### src/sv/pctd_pkg.sv
// ============================================================================
// Percent decoder package
// Shared types, character constants and hex helpers for the percent decoder.
// ============================================================================
`default_nettype none

package pctd_pkg;

    localparam logic [7:0] CHAR_PCT   = 8'h25;
    localparam logic [7:0] CHAR_0     = 8'h30;
    localparam logic [7:0] CHAR_9     = 8'h39;
    localparam logic [7:0] CHAR_UC_A  = 8'h41;
    localparam logic [7:0] CHAR_UC_F  = 8'h46;
    localparam logic [7:0] CHAR_LC_A  = 8'h61;
    localparam logic [7:0] CHAR_LC_F  = 8'h66;
    localparam logic [3:0] HEX_LETTER_OFS = 4'd9;

    typedef enum logic [2:0] {
        PEND_NONE = 3'b001,
        PEND_PCT  = 3'b010,
        PEND_HEX  = 3'b100
    } pend_t;

    typedef struct packed {
        logic [7:0] byte0;
        logic [7:0] byte1;
        logic [7:0] byte2;
        logic [1:0] cnt;
        logic       eos;
    } cmd_t;

    typedef struct packed {
        logic full;
        logic empty;
    } q_stat_t;

    function automatic logic is_hex(input logic [7:0] c);
        return ((c >= CHAR_0) && (c <= CHAR_9)) ||
               ((c >= CHAR_UC_A) && (c <= CHAR_UC_F)) ||
               ((c >= CHAR_LC_A) && (c <= CHAR_LC_F));
    endfunction

    function automatic logic [3:0] hex_nibble(input logic [7:0] c);
        if (c <= CHAR_9)
        begin
            return c[3:0];
        end
        return c[3:0] + HEX_LETTER_OFS;
    endfunction

endpackage

`default_nettype wire

### src/sv/pctd_front.sv
// ============================================================================
// Percent decoder front end
// Accepts input bytes, tracks pending escapes and issues output commands.
// ============================================================================
`default_nettype none

module pctd_front (
    input  wire logic            clk,
    input  wire logic            rst_n,
    input  wire logic            in_valid,
    input  wire logic [7:0]      in_byte,
    input  wire logic            in_eos,
    input  wire logic            q_full,
    output logic                 in_ready,
    output logic                 push,
    output pctd_pkg::cmd_t       cmd,
    output logic                 idle
);

    pctd_pkg::pend_t state_reg, state_next;
    logic [7:0]      fhc_reg, fhc_next;
    logic            accept;
    logic            b_hex;
    logic            b_pct_open;

    assign in_ready   = !q_full;
    assign accept     = in_valid && in_ready;
    assign b_hex      = pctd_pkg::is_hex(in_byte);
    assign b_pct_open = (in_byte == pctd_pkg::CHAR_PCT) && !in_eos;
    assign idle       = (state_reg == pctd_pkg::PEND_NONE);

    always_comb
    begin
        state_next = state_reg;
        fhc_next   = fhc_reg;
        cmd        = '0;
        cmd.eos    = in_eos;
        case (state_reg)
            pctd_pkg::PEND_NONE:
            begin
                if (b_pct_open)
                begin
                    state_next = pctd_pkg::PEND_PCT;
                end
                else
                begin
                    cmd.cnt   = 2'd1;
                    cmd.byte0 = in_byte;
                end
            end
            pctd_pkg::PEND_PCT:
            begin
                cmd.byte0 = pctd_pkg::CHAR_PCT;
                if (b_hex)
                begin
                    if (in_eos)
                    begin
                        cmd.cnt    = 2'd2;
                        cmd.byte1  = in_byte;
                        state_next = pctd_pkg::PEND_NONE;
                    end
                    else
                    begin
                        state_next = pctd_pkg::PEND_HEX;
                        fhc_next   = in_byte;
                    end
                end
                else if (b_pct_open)
                begin
                    cmd.cnt    = 2'd1;
                    state_next = pctd_pkg::PEND_PCT;
                end
                else
                begin
                    cmd.cnt    = 2'd2;
                    cmd.byte1  = in_byte;
                    state_next = pctd_pkg::PEND_NONE;
                end
            end
            pctd_pkg::PEND_HEX:
            begin
                if (b_hex)
                begin
                    cmd.cnt    = 2'd1;
                    cmd.byte0  = {pctd_pkg::hex_nibble(fhc_reg), pctd_pkg::hex_nibble(in_byte)};
                    state_next = pctd_pkg::PEND_NONE;
                end
                else
                begin
                    cmd.byte0 = pctd_pkg::CHAR_PCT;
                    cmd.byte1 = fhc_reg;
                    if (b_pct_open)
                    begin
                        cmd.cnt    = 2'd2;
                        state_next = pctd_pkg::PEND_PCT;
                    end
                    else
                    begin
                        cmd.cnt    = 2'd3;
                        cmd.byte2  = in_byte;
                        state_next = pctd_pkg::PEND_NONE;
                    end
                end
            end
            default:
            begin
                state_next = pctd_pkg::PEND_NONE;
            end
        endcase
    end

    assign push = accept && (cmd.cnt != 2'd0);

    always_ff @(posedge clk or negedge rst_n)
    begin
        if (!rst_n)
        begin
            state_reg <= pctd_pkg::PEND_NONE;
        end
        else if (accept)
        begin
            state_reg <= state_next;
        end
    end

    always_ff @(posedge clk)
    begin
        if (accept)
        begin
            fhc_reg <= fhc_next;
        end
    end

endmodule

`default_nettype wire

### src/sv/pctd_queue.sv
// ============================================================================
// Percent decoder command queue
// Small register FIFO that decouples the front end from the output side.
// ============================================================================
`default_nettype none

module pctd_queue #(
    parameter int DEPTH = 4
) (
    input  wire logic             clk,
    input  wire logic             rst_n,
    input  wire logic             push,
    input  wire pctd_pkg::cmd_t   push_cmd,
    input  wire logic             pop,
    output pctd_pkg::cmd_t        head,
    output pctd_pkg::q_stat_t     stat
);

    localparam int PTR_W = $clog2(DEPTH);
    localparam int CNT_W = $clog2(DEPTH + 1);

    pctd_pkg::cmd_t   mem_reg [DEPTH];
    logic [PTR_W-1:0] wr_ptr_reg, rd_ptr_reg;
    logic [CNT_W-1:0] count_reg;
    logic             do_push, do_pop;

    assign stat.full  = (count_reg == CNT_W'(DEPTH));
    assign stat.empty = (count_reg == '0);
    assign do_push    = push && !stat.full;
    assign do_pop     = pop && !stat.empty;
    assign head       = mem_reg[rd_ptr_reg];

    always_ff @(posedge clk)
    begin
        if (do_push)
        begin
            mem_reg[wr_ptr_reg] <= push_cmd;
        end
    end

    always_ff @(posedge clk or negedge rst_n)
    begin
        if (!rst_n)
        begin
            wr_ptr_reg <= '0;
            rd_ptr_reg <= '0;
            count_reg  <= '0;
        end
        else
        begin
            if (do_push)
            begin
                wr_ptr_reg <= (wr_ptr_reg == PTR_W'(DEPTH - 1)) ? '0 : wr_ptr_reg + 1'b1;
            end
            if (do_pop)
            begin
                rd_ptr_reg <= (rd_ptr_reg == PTR_W'(DEPTH - 1)) ? '0 : rd_ptr_reg + 1'b1;
            end
            if (do_push && !do_pop)
            begin
                count_reg <= count_reg + 1'b1;
            end
            else if (do_pop && !do_push)
            begin
                count_reg <= count_reg - 1'b1;
            end
        end
    end

endmodule

`default_nettype wire

### src/sv/pctd_back.sv
// ============================================================================
// Percent decoder back end
// Expands each queued command into one to three output transactions.
// ============================================================================
`default_nettype none

module pctd_back (
    input  wire logic               clk,
    input  wire logic               rst_n,
    input  wire pctd_pkg::cmd_t     head,
    input  wire pctd_pkg::q_stat_t  stat,
    input  wire logic               out_ready,
    output logic                    out_valid,
    output logic [7:0]              out_byte,
    output logic                    run_last,
    output logic                    string_end,
    output logic                    pop
);

    logic [1:0] beat_reg, beat_next;
    logic       fire;

    assign out_valid  = !stat.empty;
    assign fire       = out_valid && out_ready;
    assign run_last   = (beat_reg == (head.cnt - 2'd1));
    assign string_end = run_last && head.eos;
    assign pop        = fire && run_last;

    always_comb
    begin
        case (beat_reg)
            2'd0:    out_byte = head.byte0;
            2'd1:    out_byte = head.byte1;
            2'd2:    out_byte = head.byte2;
            default: out_byte = head.byte0;
        endcase
    end

    always_comb
    begin
        beat_next = beat_reg;
        if (pop)
        begin
            beat_next = 2'd0;
        end
        else if (fire)
        begin
            beat_next = beat_reg + 2'd1;
        end
    end

    always_ff @(posedge clk or negedge rst_n)
    begin
        if (!rst_n)
        begin
            beat_reg <= 2'd0;
        end
        else
        begin
            beat_reg <= beat_next;
        end
    end

endmodule

`default_nettype wire

### src/sv/percent_decoder_unit.sv
// ============================================================================
// Percent decoder unit
// Streaming URL percent-escape decoder with a decoupled command queue.
// ============================================================================
//  Channel  Dir  Handshake         Content
//  s_*      in   s_tvalid/tready   tdata = in_byte, tlast = end_of_string
//  m_*      out  m_tvalid/tready   tdata = out_byte, tuser = run_last,
//                                  tlast = string_end
//
//  An input transaction is taken back to back while the queue has room. Each
//  input produces zero to three output transactions, one per cycle while
//  m_tready is high, drained by the back end from the head of the queue.
//  Reset clears the pending-escape state, the queue pointers and the beat count.
//  A stalled output fills the queue of QUEUE_DEPTH commands before s_tready drops.
`default_nettype none

module percent_decoder_unit #(
    parameter int QUEUE_DEPTH = 4
) (
    input  wire logic        clk,
    input  wire logic        rst_n,
    input  wire logic        s_tvalid,
    output logic             s_tready,
    input  wire logic [7:0]  s_tdata,   // [7:0] in_byte
    input  wire logic        s_tlast,
    output logic             m_tvalid,
    input  wire logic        m_tready,
    output logic [7:0]       m_tdata,   // [7:0] out_byte
    output logic             m_tuser,   // [0] run_last
    output logic             m_tlast
);

    pctd_pkg::cmd_t    push_cmd;
    pctd_pkg::cmd_t    head;
    pctd_pkg::q_stat_t q_stat;
    logic              push;
    logic              pop;
    logic              front_idle;

    pctd_front u_front (
        .clk      (clk),
        .rst_n    (rst_n),
        .in_valid (s_tvalid),
        .in_byte  (s_tdata),
        .in_eos   (s_tlast),
        .q_full   (q_stat.full),
        .in_ready (s_tready),
        .push     (push),
        .cmd      (push_cmd),
        .idle     (front_idle)
    );

    pctd_queue #(
        .DEPTH (QUEUE_DEPTH)
    ) u_queue (
        .clk      (clk),
        .rst_n    (rst_n),
        .push     (push),
        .push_cmd (push_cmd),
        .pop      (pop),
        .head     (head),
        .stat     (q_stat)
    );

    pctd_back u_back (
        .clk        (clk),
        .rst_n      (rst_n),
        .head       (head),
        .stat       (q_stat),
        .out_ready  (m_tready),
        .out_valid  (m_tvalid),
        .out_byte   (m_tdata),
        .run_last   (m_tuser),
        .string_end (m_tlast),
        .pop        (pop)
    );

`ifndef SYNTH
    a_push_not_full: assert property (@(posedge clk) disable iff (!rst_n)
        push |-> !q_stat.full)
        else $error("Command pushed into a full queue.");

    a_stat_consistent: assert property (@(posedge clk) disable iff (!rst_n)
        !(q_stat.full && q_stat.empty))
        else $error("Queue reports full and empty at once.");

    a_end_is_run_last: assert property (@(posedge clk) disable iff (!rst_n)
        (m_tvalid && m_tlast) |-> m_tuser)
        else $error("String end on a transaction that is not the last of its input.");

    a_eos_returns_idle: assert property (@(posedge clk) disable iff (!rst_n)
        (s_tvalid && s_tready && s_tlast) |=> front_idle)
        else $error("Front end still holds an escape after end of string.");
`endif

endmodule

`default_nettype wire

### config.mk
export PLATFORM = sky130hd
export DESIGN_NAME = percent_decoder_unit
export DESIGN_NICKNAME = d
export VERILOG_FILES = /design/src/sv/pctd_pkg.sv /design/src/sv/pctd_front.sv /design/src/sv/pctd_queue.sv /design/src/sv/pctd_back.sv /design/src/sv/percent_decoder_unit.sv
export SDC_FILE = /design/constraint.sdc
export NUM_CORES = 1
export LEC_CHECK = 0
export ABC_AREA = 1
export BUFFER_PORTS_ARGS = -buffer_cell sky130_fd_sc_hd__buf_2
export CELL_PAD_IN_SITES_DETAIL_PLACEMENT = 1
export CELL_PAD_IN_SITES_GLOBAL_PLACEMENT = 1
export CORE_ASPECT_RATIO = 1.2
export CORE_MARGIN = 2
export CORE_UTILIZATION = 34
export DETAILED_ROUTE_END_ITERATION = 8
export PLACE_DENSITY_LB_ADDON = 0.1
export SYNTH_ARGS = -nofsm -noshare
export SYNTH_HDL_FRONTEND = slang
export SYNTH_HIERARCHICAL = 1
export SYNTH_SLANG_ARGS = --single-unit
### constraint.sdc
create_clock -name clk -period 8.5 [get_ports clk]
set_clock_uncertainty 0.2 [all_clocks]
set_input_delay 0.85 -clock clk [delete_from_list [all_inputs] [get_ports clk]]
set_output_delay 0.85 -clock clk [all_outputs]
set_load 0.1 [all_outputs]
==> impl_results.md, run 1 <==
- Outcome: completed
- Flop pwr share: 0.305
- Instance area after placement: ~0.0065 sq mm
- Primary FF master, synth: edfxtp_1
- Root cell of the clock tree: clkbuf_16
- WL met3: roughly 320 microns
- Pin count of the biggest net entering global routing: 112
- Critical Path Start Type: flip-flop
- Via count: ~4300
- Final Hold Viols: 0
- Wl on met1: around 6.9 mm
- Largest family of logic cells by synthesized area: simple AND/OR/NAND/NOR gates
- Synth top area share: 0.559
- Power Internal: 1570 uW
- Placer Congestion: 0.903
- Cts bufs inserted: 17
- Avg Cell Area, Syn: approximately 10 sq um
- Final core occ: 0.393
- Fin Setup TNS: 0 ps
- Post-DRT Antenna Nets: 0
- Sw frac: 0.466
- Xor/xnor share of the synthesized area: 0.00562
- Worst Tran Pin Value: approximately 1100 ps
- Area of the multi-input gates: approximately 0.0019 sq mm
- Peak VDD IR: 0.209 mV
- Ys async rst share: 0.0938
- Number of clock sinks: 128
- Clock slew seen by the registers of the worst setup and hold paths: 70 ps
- Final setup fails: 0
- Slew margin rel.: 0.276
- Mapped Cells: approximately 600
- # IOs: 25
- Maximum clock rate: 258 MHz
- Pwr/cell area: 414 mW/mm^2
- HP Class: in2async
- Yosys warns: 6
- CORE AREA: approximately 0.018 sq mm
- Design area: 0.00710 sq mm
- Post-synth net total: 625
- Post-CTS Setup Inserts: 0
- Post-CTS Resized: 0
- Fraction of final layout cells sized beyond drive strength 1: 0.135
- Chip height: 152 microns
- Die area: around 0.02 sq mm
- Multiplexer area fraction after synthesis: 0
- Synth cell count leaders: nand2_1 (135), edfxtp_1 (116), inv_1 (99)
- Post-synthesis simple-gate area fraction: 0.152
- GRT Total Usage: 0.168
- Reg2reg path depth: 15
- Clock share of power: 0.247
- Max stage delay cell, worst path: buf_4
- H-tree lvl count: 4
- Post-synthesis compound-gate area fraction: 0.104
- CP arrival: around 2800 ps
- Post-synthesis adder-cell area fraction: 0.0333
- Antenna violations before repair: 0
- Number of synthesized flops with an enable pin: around 120
- Final #Nets: roughly 650
- Count leader, synth: nand2_1
- Max-Cap Viols: 0
- Final min period: 3870 ps
- Hold slack: 104 ps
- Storage cell area: roughly 0.0038 sq mm
- Synth-to-layout area growth: 13.9%
- First DRT Iteration DRCs: 152
- HPWL after DPL: 10.5 mm
- Top layer in use: met4
- Synth area leaders: edfxtp_1 (56%), nand2_1 (8.1%), o211ai_1 (6.5%)
- Final Max Slew Viols: 0
- Synthesized area: approximately 0.0062 sq mm
- Synthesis-stage register bit count: 128
- Die W: roughly 130 microns
- Final WL: roughly 16 mm
- Crit path largest cell delay: 780 ps
- Initial Util: 0.345
- Wire per inst: between 15 and 20 microns
- Number of I/O port buffers: 24
- Max reg flops: approximately 110
- Remaining global-route overflow: 0
- Part of the Yosys area used for sequential elements: 0.608
- TritonCTS clock tree: yes
- CTS Buffer Depth: 2
- Vias per cell: roughly 4.9
- First-pass GRT wire length: approximately 24 mm
- Critical Path End Type: primary output
- Combinational power share: 0.448
- Filler Cell Count: 1992
- Core Rows: 54
- Clk_lat worst skew: around 420 ps
- Critical Path RT: ~7500 ps
- Yosys top cell by area: edfxtp_1
- Metal2 WL: approximately 8.2 mm
- Ant. Diodes: 0
- LEAKAGE: between 0.002 and 0.003 uW
- WS Path Type: reg2out
- Crit-path max FO: 111
- RSZ-0062 raised after global routing: false
- First-pass iteration count of the detailed router: 4
- Post-synth cell types: 33
- CTS hold repair buffers: 0
- Number of global-route vias before repair: ~4400
- Most frequent CP cell: nand2_1
- DRC: 0
- CP cell instances: buf_4 > nand2_1 > o211ai_1 > nand2_1 > inv_1 > nand2_1 > nand3_1 > nand2_2 > nor2_1 > buf_2
- Final worst-path cycle share: 0.455
- Switching power: 1370 uW
layout by cell type (no fill, tap or decap), drive strengths merged:
master and instances:
nand2 139, edfxtp 116, inv 112, o211ai 54, nor2 36, nand3 34, buf 30, clkbuf 22
a21oi 21, ha 15, o21ai 14, dfrtp 11, o22ai 9, nor3 6, nand4 4, clkinv 4
xor2 3, nor4 2, dfstp 1, xnor2 1, fa 1
metal layers:
metal | track usage | up-vias
met5 | 0 | -
met2 | 0.302 | 56
met1 | 0.201 | 2101
met3 | 0.0295 | 19
li1 | - | 2075
met4 | 0.0591 | 0
kinds of logic after synthesis:
family	count (synthesis)
XOR/XNOR	4
buffers and inverters	129
AO/OA/AOI/OAI	98
flip-flops	128
AND/OR/NAND/NOR	221
adder cells (fa/ha/maj)	16
final timing paths:
check	from	endpoint	slack, ps
worst max-delay path	u_queue/rd_ptr_reg[0]	m_tlast	4630
worst min-delay path	rst_n	u_queue/count_reg[0]	100
worst max register to register	u_queue/rd_ptr_reg[0]	u_queue/count_reg[1]	5100
worst min register to register	u_queue/count_reg[2]	u_queue/count_reg[2]	320
max in group asynchronous	rst_n	u_front/state_reg[0]	7720
min in group clk	u_queue/count_reg[2]	u_queue/count_reg[2]	320
final cells by class:
cell class                 count  share of cell area
multi-input combinational    339               0.261
clock inverter                10              0.0116
sequential                   128               0.534
timing repair buffer          30              0.0233
clock buffer                  22              0.0746
inverter                     106              0.0566
tap                          224              0.0395
through the flow:
stage	instances	total power [uW]	setup slack, ps
after CTS	859	2980	4560
after global routing	859	3100	4380
after detailed placement	827	2250	4560
final	859	2940	4630
after floorplan	596	1970	4650
after global placement	827	2220	4710
worst max-delay path, delay by kind of cell, from the launching register on:
kind,cells,cell delay (ps)
simple gates,6,600
flops,1,340
buf+inv,3,1300
compound gates,1,120
power groups by stage:
| stage | Clock (uW) | Sequential, uW | Combinational [uW] |
|---|---|---|---|
| 6_report | 726 | 895 | 1320 |
| 5_1_grt | 764 | 907 | 1430 |
| 4_1_cts | 742 | 896 | 1340 |
| 3_5_place_dp | 0 | 908 | 1340 |
| 3_3_place_gp | 0 | 903 | 1310 |
| 2_1_floorplan | 0 | 899 | 1070 |
No activity file was read; power rests on OpenSTA's default activity.
==> run 2, diff against run 1 <==
==> constraint.sdc (replaced) <==
create_clock -name clk -period 3.5 [get_ports clk]
set_clock_uncertainty 0.2 [all_clocks]
set_input_delay 0.35 -clock clk [delete_from_list [all_inputs] [get_ports clk]]
set_output_delay 0.35 -clock clk [all_outputs]
set_load 0.1 [all_outputs]
==> run 2 against run 1 <==
Combinational power is 150% higher. Die area stayed put. Count of clock-buffer cells in the layout is 4 lower. Register-to-register slack worse by 4500 ps. Sequential power is 140% higher. Final area is 2.0% higher. Cell count is 1.3% higher. Total power is 150% higher. Critical endpoint is now u_queue/count_reg[2].
==> impl_results.md, run 2 (same netlist as run 1, synthesis figures left out) <==
- Critical Path Start Type: input pin
- Critical Path RT: 3610 ps (-3840 ps)
- Levels on crit path: 24 (+14)
- Crit path largest cell delay: 520 ps (-260 ps)
- CORE AREA: 0.0180 sq mm (unchanged)
- Worst R2R Setup Slack: 620 ps (-4480 ps)
- Clock slew seen by the registers of the worst setup and hold paths: 50 ps (-20 ps)
- First-pass iteration count of the detailed router: 4 (unchanged)
- H-tree lvl count: 4 (unchanged)
- Post-DRT Antenna Nets: 0 (unchanged)
- Crit path buf inv count: 8 (+5)
- Via count: 4315 (+1.5%)
- Clk_lat worst skew: 420 ps (about the same)
- Remaining global-route overflow: 0 (unchanged)
- Dpl cells: 833 (+0.73%)
- WS Path Type: in2reg
- Final setup fails: 0 (unchanged)
- Final core occ: 0.401 (+0.00798)
- DRC: 0 (unchanged)
- Worst Tran Pin Value: 785 ps (-301 ps)
- CTS Buffer Depth: 2 (unchanged)
- Die area: 0.0194 sq mm (unchanged)
- Critical Path End Type: flip-flop
- Vias per cell: 4.96 (+0.22%)
- HPWL after DPL: 10.8 mm (+2.4%)
- Crit-path max FO: 12 (-89%)
- GRT Total Usage: 0.174 (+0.00625)
- CP arrival: 3370 ps (+550 ps)
- Hold slack: 19.4 ps (-85.0 ps)
- Most frequent CP cell: nand2_1
- # IOs: 25 (unchanged)
- First-pass GRT wire length: 25.4 mm (+4.0%)
- Wire per inst: 18.2 microns (-0.42%)
- CP cell instances: dlygate4sd3_1 > buf_2 > inv_2 > ha_2 > inv_1 > nand2_1 > nor2_1 > nor2_1 > nand3_1 > nand2_4 > clkinv_4 > nand2_4 > nand3_1 > nand2_1 > inv_1 > nand2_1 > inv_1 > ha_1 > inv_1 > fa_1 > nand2_1 > nand3_1 > nand2_1 > nand2_1
- Final worst-path cycle share: 0.931
- Pwr/cell area: 995 mW/mm^2 (+140%)
- Max-Cap Viols: 0 (unchanged)
- LEAKAGE: 0.00296 uW (+1.1%)
- Final Hold Viols: 0 (unchanged)
- Max reg flops: 108 (unchanged)
- Synth-to-layout area growth: 16.2%
- Initial Util: 0.345 (unchanged)
- First DRT Iteration DRCs: 227 (+49%)
- Antenna violations before repair: 0 (unchanged)
- Cts bufs inserted: 17 (unchanged)
- Non-filler instance count after layout: 870 (+1.3%)
- Peak VDD IR: 0.607 mV (+190%)
- Core Rows: 54 (unchanged)
- Instance area after placement: 0.00659 sq mm (+1.7%)
- Die W: 128 microns (unchanged)
- Root cell of the clock tree: clkbuf_16
- Placer Congestion: 0.887 (-1.8%)
- Number of clock sinks: 128 (unchanged)
- Chip height: 152 microns (unchanged)
- WHS Path Cells: 1
- Number of global-route vias before repair: 4614 (+5.0%)
- Maximum clock rate: a little over 300 MHz
- Reg2reg path depth: 17 (+2)
- HP Class: in2reg
- Outcome: completed
- Final #Nets: 663 (+1.8%)
- Final Max Slew Viols: 0 (unchanged)
- Commonest cells after routing, fill and taps aside: nand2_1 (135), edfxtp_1 (116), inv_1 (98), o211ai_1 (54), nand3_1 (33)
- Final WL: 15.8 mm (+0.85%)
- Design area: 0.00724 sq mm (+2.0%)
- Max stage delay cell, worst path: dlygate4sd3_1
- Top delay family on crit path: buffers and inverters
- TritonCTS clock tree: yes
- Fraction of final layout cells sized beyond drive strength 1: 0.139 (+0.00389)
- Number of I/O port buffers: 24 (unchanged)
- Ant. Diodes: 0 (unchanged)
- Fin Setup TNS: 0 ps (unchanged)
- Most common cell after layout, fill and taps aside: nand2_1
- Post-CTS Setup Inserts: 0 (unchanged)
- Final min period: 3260 ps
- Pin count of the biggest net entering global routing: 56 (-50%)
- RSZ-0062 raised after global routing: false
- Slew margin rel.: 0.471 (+0.195)
-- run 2: what timing repair did --
item,4_1_cts,5_1_grt
endpoints found under the hold margin,17,0
gates resized for setup,0,4
hold buffers,6,0
endpoints found under the setup margin,0,2
-- run 2: layout make-up --
| cell class | instances | area, sq um |
|---|---|---|
| Fill cell | 2038 | 10800 |
| Timing Repair Buffer | 42 | 335 |
| Clock buffer | 18 | 429 |
| Multi-Input combinational cell | 339 | 1860 |
| Inverter | 106 | 404 |
| Sequential cell | 128 | 3790 |
| Clock inverter | 13 | 146 |
| Tap cell | 224 | 280 |
-- run 2: final timing paths --
check,start,to
hold reg to reg,u_queue/count_reg[2],u_queue/count_reg[2]
setup reg to reg,u_front/state_reg[0],u_queue/count_reg[2]
min in group asynchronous,rst_n,u_queue/wr_ptr_reg[1]
max in group asynchronous,rst_n,u_front/state_reg[0]
setup / recovery,s_tdata[1],u_queue/count_reg[2]
hold / removal,s_tlast,u_queue/mem_reg[2][0]
-- run 2: per-layer routing --
metal | share of wire | GRT usage
met2 | 0.51 | 0.294
met3 | 0.022 | 0.0348
met4 | 0.022 | 0.0717
met5 | 0 | 0
met1 | 0.45 | 0.218
-- run 2: metrics by stage --
step / worst slack [ps] / power [uW]
3_3_place_gp: 417 / 5470
4_1_cts: 185 / 7320
5_1_grt: 34.5 / 7640
6_report: 242 / 7200
3_5_place_dp: 269 / 5560
2_1_floorplan: -43.2 / 4790
-- run 2: where the power goes --
group          internal, uW  switching [uW]  total [uW]
clock                  1100             630        1730
combinational           754            2530        3280
sequential             2060             130        2190
total                  3910            3290        7200
==> run 3, diff against run 2 <==
--- a/config.mk
+++ b/config.mk
@@ -11,7 +11,7 @@
 export CELL_PAD_IN_SITES_GLOBAL_PLACEMENT = 1
 export CORE_ASPECT_RATIO = 1.2
 export CORE_MARGIN = 2
-export CORE_UTILIZATION = 34
+export CORE_UTILIZATION = 44
 export DETAILED_ROUTE_END_ITERATION = 8
 export PLACE_DENSITY_LB_ADDON = 0.1
 export SYNTH_ARGS = -nofsm -noshare
==> run 3 against run 2 <==
Global-route usage rose by 4.6 points. Wire length fell by 1.0%. Sequential share of layout area rose by 0.47 points. Critical path type unchanged. Largest cell class unchanged.
==> impl_results.md, run 3 (same netlist as run 1, synthesis figures left out) <==
- Outcome: completed
- Max stage delay cell, worst path: dlygate4sd3_1
- Combinational power share: 0.450 (-0.006)
- Setup crit end: u_queue/count_reg[1]
- Peak VDD IR: 1.39 mV (+130%)
- RSZ-0062 raised after global routing: false
- Die area: 0.0151 sq mm (-22%)
- Instance area after placement: 0.00651 sq mm (-1.3%)
- Crit-path max FO: 12 (unchanged)
- Crit path buf inv count: 8 (unchanged)
- Critical Path RT: 3590 ps (-20 ps)
- Most common cell after layout, fill and taps aside: nand2_1
- Final WL: 15.7 mm (-1.0%)
- Pin count of the biggest net entering global routing: 101 (+80%)
- Post-CTS Setup Inserts: 0 (unchanged)
- GR Layer Usage met3: 0.0312 (-0.00358)
- GR Layer Usage met1: 0.260 (+0.0421)
- Reg2reg end: u_queue/count_reg[2]
- Core Rows: 47 (-13%)
- H-tree lvl count: 4 (unchanged)
- Max-Cap Viols: 0 (unchanged)
- Design area: 0.00717 sq mm (-0.90%)
- HP Class: in2reg
- Max reg flops: 108 (unchanged)
- Clock slew seen by the registers of the worst setup and hold paths: 60 ps (about the same)
- LEAKAGE: 0.00296 uW (about the same)
- Commonest cells after routing, fill and taps aside: nand2_1 (135), edfxtp_1 (116), inv_1 (98), o211ai_1 (54), nand3_1 (33)
- Initial Util: 0.451 (+0.105)
- CORE AREA: 0.0138 sq mm (-23%)
- Via count: 4370 (+1.3%)
- Final min period: 3190 ps (-67.0 ps)
- Die W: 113 microns (-12%)
- First DRT Iteration DRCs: 167 (-26%)
- GRT busiest layer: met2
- Pwr/cell area: 1010 mW/mm^2 (+1.2%)
- HPWL after DPL: 10.5 mm (-3.1%)
- Crit. Startpoint: s_tdata[1]
- Final worst-path cycle share: 0.912 (-0.0191)
- Vias per cell: 5.36 (+8.0%)
- Critical Path End Type: flip-flop
- Sw frac: 0.461 (+0.00389)
- # IOs: 25 (unchanged)
- Wire per inst: 19.2 microns (+5.5%)
- Cts bufs inserted: 17 (unchanged)
- First-pass iteration count of the detailed router: 4 (unchanged)
- Power Internal: 3890 uW (-0.46%)
- Worst R2R Setup Slack: 660 ps (+40 ps)
- Number of global-route vias before repair: 4700 (+1.9%)
- Maximum clock rate: 313 MHz (+2.1%)
- Top delay family on crit path: buffers and inverters
- Final #Nets: 661 (-0.30%)
- Fraction of final layout cells sized beyond drive strength 1: 0.143 (+0.00332)
- Reg2reg start: u_front/state_reg[0]
- Placer Congestion: 0.901 (+1.7%)
- CTS Buffer Depth: 2 (unchanged)
- Final Max Slew Viols: 0 (unchanged)
- Final setup fails: 0 (unchanged)
- Antenna violations before repair: 0 (unchanged)
- Critical Path Start Type: input pin
- Fin Setup TNS: 0 ps (unchanged)
- Slew margin rel.: 0.505 (+0.0340)
- Flop pwr share: 0.306 (+0.002)
- Switching power: 3330 uW (+1.1%)
- Clk_lat worst skew: 410 ps (about the same)
- DRC: 0 (unchanged)
- Crit path largest cell delay: 520 ps (about the same)
- WS Path Type: in2reg
- Levels on crit path: 22 (-8.3%)
- Synth-to-layout area growth: 15.2%
- Worst Tran Pin Value: 736 ps (-48.3 ps)
- Reg2reg path depth: 17 (unchanged)
- First-pass GRT wire length: 24.9 mm (-2.0%)
- GRT Total Usage: 0.220 (+0.0458)
- Clock share of power: 0.244 (+0.004)
- CP arrival: 3280 ps (-90 ps)
- Final Hold Viols: 0 (unchanged)
- Number of clock sinks: 128 (unchanged)
- Ant. Diodes: 0 (unchanged)
- Chip height: 134 microns (-12%)
- TritonCTS clock tree: yes
- Post-DRT Antenna Nets: 0 (unchanged)
- Number of I/O port buffers: 24 (unchanged)
- Met2 Track Usage GR: 0.398 (+0.103)
- Remaining global-route overflow: 0 (unchanged)
- Root cell of the clock tree: clkbuf_16
- CP cell instances: dlygate4sd3_1 > buf_2 > inv_2 > ha_2 > inv_1 > nand2_1 > nor2_1 > nor2_1 > nand3_1 > nand2_4 > clkinv_4 > nand2_4 > nand3_1 > nand2_1 > inv_1 > nand2_1 > inv_1 > ha_1 > inv_1 > fa_1 > nand2_1 > o21ai_0
run 3: cell types whose count changed in the layout (fill, tap and decap cells not counted):
cell        previous run  this run
buf_2                 23        24
clkbuf_1               1         0
buf_4                  8         5
inv_6                  0         1
clkinv_1               3         1
clkinv_4               1         2
clkinv_2               4         5
clkinvlp_4             4         5
run 3: area by class of cell:
| type | count | area, sq um |
|---|---|---|
| clock buffer | 17 | 425 |
| fill | 1476 | 6650 |
| inverter | 106 | 404 |
| clock inverter | 15 | 169 |
| tap | 171 | 214 |
| sequential | 128 | 3790 |
| multi-input combinational | 339 | 1860 |
| timing repair buffer | 40 | 318 |
run 3: per-layer routing:
| metal | routed length [microns] | part of all wire |
|---|---|---|
| met3 | 459 | 0.029 |
| met5 | 0 | 0 |
| met1 | 6570 | 0.42 |
| met4 | 314 | 0.020 |
| met2 | 8330 | 0.53 |
run 3: worst min-delay path by stage:
stage / from / endpoint / slack (ps) / depth (start not counted)
6_report: s_tdata[5] / u_front/fhc_reg[5] / 30 / 1
5_1_grt: s_tdata[5] / u_front/fhc_reg[5] / 30 / 1
4_1_cts: s_tdata[5] / u_front/fhc_reg[5] / 10 / 1
3_5_place_dp: rst_n / u_queue/count_reg[2] / 50 / 1
3_3_place_gp: rst_n / u_queue/count_reg[0] / 50 / 1
2_1_floorplan: rst_n / u_back/beat_reg[0] / -150 / 0
run 3: per-stage QoR:
stage	power (uW)	hold WS, ps	util	instances	setup slack, ps
global placement	5390	47.6	0.471	778	399
floorplan	4790	-146	-	596	-43.2
global route	7610	29.0	0.519	816	8.37
finish	7220	28.2	0.519	816	309
CTS	7300	10.1	0.518	816	205
detailed placement	5500	52.7	0.471	778	300
run 3: repair_timing:
item                                    4_1_cts  5_1_grt
endpoints found under the setup margin        0        2
resized for setup                             0        4
hold buffers                                  6        0
hold endpoints to repair                     17        0
run 3: power groups by stage:
| stage | logic (uW) | clock network, uW | registers (uW) |
|---|---|---|---|
| detailed placement | 3270 | 0 | 2240 |
| global placement | 3180 | 0 | 2210 |
| CTS | 3300 | 1790 | 2210 |
| floorplan | 2610 | 0 | 2180 |
| finish | 3250 | 1760 | 2210 |
| global route | 3510 | 1860 | 2240 |
